### src/design/kwm_ptr_table.sv
`default_nettype none

module kwm_ptr_table #(
  parameter int AW = 3,
  parameter int DW = 19
) (
  input  logic          clk,
  input  logic          rst,
  input  logic          clr,
  input  logic [AW-1:0] ra,
  output logic [DW-1:0] rd,
  input  logic          we,
  input  logic [AW-1:0] wa,
  input  logic [DW-1:0] wd
);

  localparam int DEPTH = 1 << AW;

  logic [DW-1:0]    mem [DEPTH];
  logic [DEPTH-1:0] vld;
  logic [DW-1:0]    rd_q;
  logic             rd_vld;

  always_ff @(posedge clk) begin
    if (we) begin
      mem[wa] <= wd;
    end
  end

  // an entry without its valid bit reads as all pointers and count zero
  always_ff @(posedge clk) begin
    if (rst) begin
      vld <= '0;
    end else begin
      if (clr) begin
        vld <= '0;
      end
      if (we) begin
        vld[wa] <= 1'b1;
      end
    end
  end

  always_ff @(posedge clk) begin
    rd_q   <= mem[ra];
    rd_vld <= vld[ra];
  end

  assign rd = rd_vld ? rd_q : '0;

endmodule

`default_nettype wire

### config.mk
export PLATFORM = sky130hd
export DESIGN_NAME = kwm_ptr_table
export DESIGN_NICKNAME = d
export VERILOG_FILES = /design/src/design/kwm_ptr_table.sv
export SDC_FILE = /design/constraint.sdc
export NUM_CORES = 1
export LEC_CHECK = 0
export BUFFER_PORTS_ARGS = -buffer_cell sky130_fd_sc_hd__buf_4
export CAP_MARGIN = 30
export CORE_UTILIZATION = 57
export CTS_CLUSTER_DIAMETER = 100
export DETAILED_ROUTE_END_ITERATION = 6
export GPL_ROUTABILITY_DRIVEN = 0
export GPL_TIMING_DRIVEN = 0
export PLACE_DENSITY = 0.78
export SYNTH_ARGS = -nofsm -noshare
export SYNTH_HDL_FRONTEND = slang
export SYNTH_SLANG_ARGS = --single-unit
### constraint.sdc
create_clock -name clk -period 4.4 [get_ports clk]
set_clock_uncertainty 0.15 [all_clocks]
set_input_delay 0.88 -clock clk [delete_from_list [all_inputs] [get_ports clk]]
set_output_delay 0.88 -clock clk [all_outputs]
set_load 0.05 [all_outputs]
# After elaboration in Yosys (flattened, before gate mapping)
# Memory sizes are Yosys's and may differ from the RTL's. A register that Yosys moved wholly into a read port is not among the register bits.
# Index checks and enable logic that the tools add are counted.
[word_totals] ff_bits=9 ramBits=152 input_bits=29 out_inout_bits=19 wordCells=18 n_memories=1
[op_classes] magnitude_cmp=3 muxes=10 bitwise_logic=1 n_reduce_logical=1
[mem_list] name="mem" words=8 word_bits=19 rd=1 rd_clocked_by_memory_dff=1 wr=1 line="19" rtl="logic [DW-1:0] mem [DEPTH];"
[ops] op="$mux 8" count=3
[ops] op="$mux 19" count=1
[ops] op="$lt 3x4->1 const B" count=2
[ops] op="$or 8x8->8" count=1
[ops] op="$mux 1" count=4
[ops] op="$bmux 1 s3" count=1
[ops] op="$demux 1 s3" count=1
[ops] op="$ge 3x1->1 const B" count=1
[ops] op="$logic_and 1x1->1" count=1

# Logic depth before layout (Yosys ltp)
[depth] ltp_word=6 ltp_mapped=4 mapped_depth_nobuf=2

# Worst setup path after synthesis
# No wires, ideal clock.
[synth_path] kind="input to register" from="input port wa[0]" to="memory mem[0][0] (enable)" setup_time_ns=0.374 arrival_ns=1.825 path_slack_ns=2.052 cell_stages=2 cell_sequence="or4b_1 inv_1"
[synth_lines] item="start, declared" line="13" rtl="input logic [AW-1:0] wa,"
[synth_lines] item="end, declared" line="19"
# Straight into the memory's write port.

# Final worst setup path
[layout_path] from="register rd_vld" to="output port rd[16]"
[layout_via] elab_chain_len=1
[layout_lines] item="start, declared" line="22" rtl="logic rd_vld;"
[layout_lines] item="start signal, assigned" line="46" rtl="rd_vld <= vld[ra];"
[layout_lines] item="$mux 19" line="49" rtl="assign rd = rd_vld ? rd_q : '0;"
[layout_lines] item="end, declared" line="11" rtl="output logic [DW-1:0] rd,"
# No other way between the ends.

==> run metrics <==
run status=finished with violations; violated checks=design-rule violations; hold buffer count at cts=0; CTS buffer count=17; worst slew slack as a fraction of its limit=51.30%; post-synthesis instance total=304; area delta synth->final=19.68%; wire length per cell=24.18 µm; Clock Pin Slew Worst Setup and Hold Paths=0.07 ns; diode count=0; number of rows in the core area=39; grt total ovfl=0; Power Dens Cells=451.4 nW/µm²; setup repair bufs after CTS=0; buffers added on ports=44; share of the core filled with cells=70.64%; share of the synthesized area in the top cell type=67.15%; Synth warnings=0; number of levels in the clock H-tree=4; final cell count without fillers=531; Leakage=2.930 nW; post-synthesis area per instance=22.36 µm²; peak supply drop=0.0002886 V; GRT Total Usage=22.82%; part of the Yosys area used for sequential elements=75.39%; height of the die=111.2 µm; final-report setup violation count=0; cell at the root of the clock tree=clkbuf_16; uppermost layer routed=met4; cell type with the largest total area after synthesis=edfxtp_1; flip-flop and latch count after synthesis=180; fill cell total of the finished layout=656; Antenna Violating Nets Remaining=0; maximum buffer depth of the clock tree=2; routed wl met2=6648 µm; number of DRC violations after detailed routing=8; Data required, critical path=3.37 ns; final period utilization=66.30%; number of detailed-routing iterations run before antenna repair=7; detailed placement HPWL=7427 µm; sum of routed wire length over all layers=12840 µm; initial core utilization=59.03%; Placeable Area=11520 µm²; TritonCTS sink count=180; Hold WC Path Type=register to register; Final Critical Period=2.917 ns; Cell variety after synth=17; unrepaired setup endpoints after global routing=false; Sequential cell area=5125 µm²; vias per cell=6.002; net count reported at finish=404; wire length of the first global-routing pass=19640 µm; number of failing hold endpoints at the final stage=0; # placed instances=499; number of top-level design ports=48; multi-input combinational cell area=1554 µm²; maximum capacitance violations=0; worst endpoint data arrival time=1.89 ns; number of resized instances in the post-cts repair step=0; largest fanout of any net on the critical path=10; length of routed met3 wiring=930 µm; launching element type of the critical path=register; full die area=12370 µm²; most area-consuming cells after synthesis=edfxtp_1 (67%), mux4_1 (15%), dfxtp_1 (8.2%); via count=3187; Critical Path End Type=primary output; max-slew violation count=0; antenna violations before repair=0; via count of the first global-routing pass=3306; Worst Tran Pin Value=0.7305 ns; largest net degree at the start of global routing=17; final total negative setup slack=0 ns; die outline width=111.2 µm; initial detailed-routing violation count=267; clock insertion delay at the later pin of the skew report=0.41 ns; DRT met1 WL=5200 µm; TritonCTS clock tree=yes; share of layout cells above drive strength 1=28.87%; CP Class=register to primary output; total standard cell area after synthesis=6798 µm²; Achievable Freq=342.8 MHz; Synth Net Count=333
## state kept, by name, indices dropped and copies added, names as in the netlist
register / count
mem: 152
rd_q: 19
rd_vld: 1
vld: 8
## final cells by class
cell class              instances  area share, %
plain buffers                  13          1.092
flip-flops and latches        180          63.00
inverters                       8         0.3691
clock buffers                  20          5.614
well taps                     143          2.199
clock inverters                12          1.861
multi-input cells             103          19.10
repair buffers                 52          6.767
## cells in the final DEF (no fill, tap or decap), types with 4 or more instances in the layout
master,Yosys,routed
and2_1,19,19
inv_1,8,8
edfxtp_1,152,152
buf_4,0,44
a21oi_1,8,8
nand2b_1,8,8
mux2_2,20,20
clkinv_2,0,4
buf_6,5,5
buf_16,0,8
clkbuf_1,5,6
clkbuf_16,0,17
mux4_1,38,38
dfxtp_1,28,28
## worst max-delay path: stages (launching register included)
cell	delay, ns
dfxtp_1	0.56
clkbuf_1	0.47
and2_1	0.23
buf_4	0.20
## stage by stage
step | worst slack (ns) | hold WS [ns] | power, mW | cell area, µm²
floorplan | 2.052 | 0.2963 | 2.076 | 6798
global placement | 1.510 | 0.3035 | 2.146 | 7307
detailed placement | 1.727 | 0.3184 | 2.169 | 7527
CTS | 1.457 | 0.3290 | 3.690 | 8135
global route | 1.389 | 0.3623 | 3.778 | 8135
finish | 1.483 | 0.3309 | 3.672 | 8135
## cell families after synthesis
logic type             share of synthesized area (%)
AO/OA/AOI/OAI                                 0.5890
buffers and inverters                          1.749
flip-flops                                     75.39
multiplexers                                   18.66
AND/OR/NAND/NOR                                3.608
## Yosys cell counts, drive strengths merged
master / number
inv: 8
and2: 19
nand2b: 8
or4b: 1
clkbuf: 5
mux4: 40
nand4: 1
a21oi: 8
dfxtp: 28
nand4b: 3
mux2: 20
nand4bb: 3
buf: 8
edfxtp: 152
## final timing paths
path | slack (ns) | to | depth (start not counted) | start
max reg2reg | 2.91 | rd_q[3]$_DFF_P_ | 2 | mem[3][3]$_DFFE_PP_
min | 0.33 | vld[7]$_SDFF_PP0_ | 2 | vld[7]$_SDFF_PP0_
max | 1.48 | rd[16] | 3 | rd_vld$_DFF_P_
min reg2reg | 0.33 | vld[7]$_SDFF_PP0_ | 2 | vld[7]$_SDFF_PP0_
## report_power, final
part	switching, mW	internal (mW)	leakage [nW]	total [mW]
Clock	0.613	0.926	0.297	1.54
Sequential	0.0173	1.92	1.61	1.93
Combinational	0.101	0.0982	1.02	0.199
Total	0.731	2.94	2.93	3.67
## per-layer routing
| metal | global-route usage (%) | vias up |
|---|---|---|
| met5 | 0 | - |
| met4 | 9.279 | 0 |
| met3 | 5.741 | 2 |
| met2 | 36.08 | 130 |
| met1 | 30.69 | 1639 |
| li1 | - | 1416 |
No activity file was read; power rests on OpenSTA's default activity.
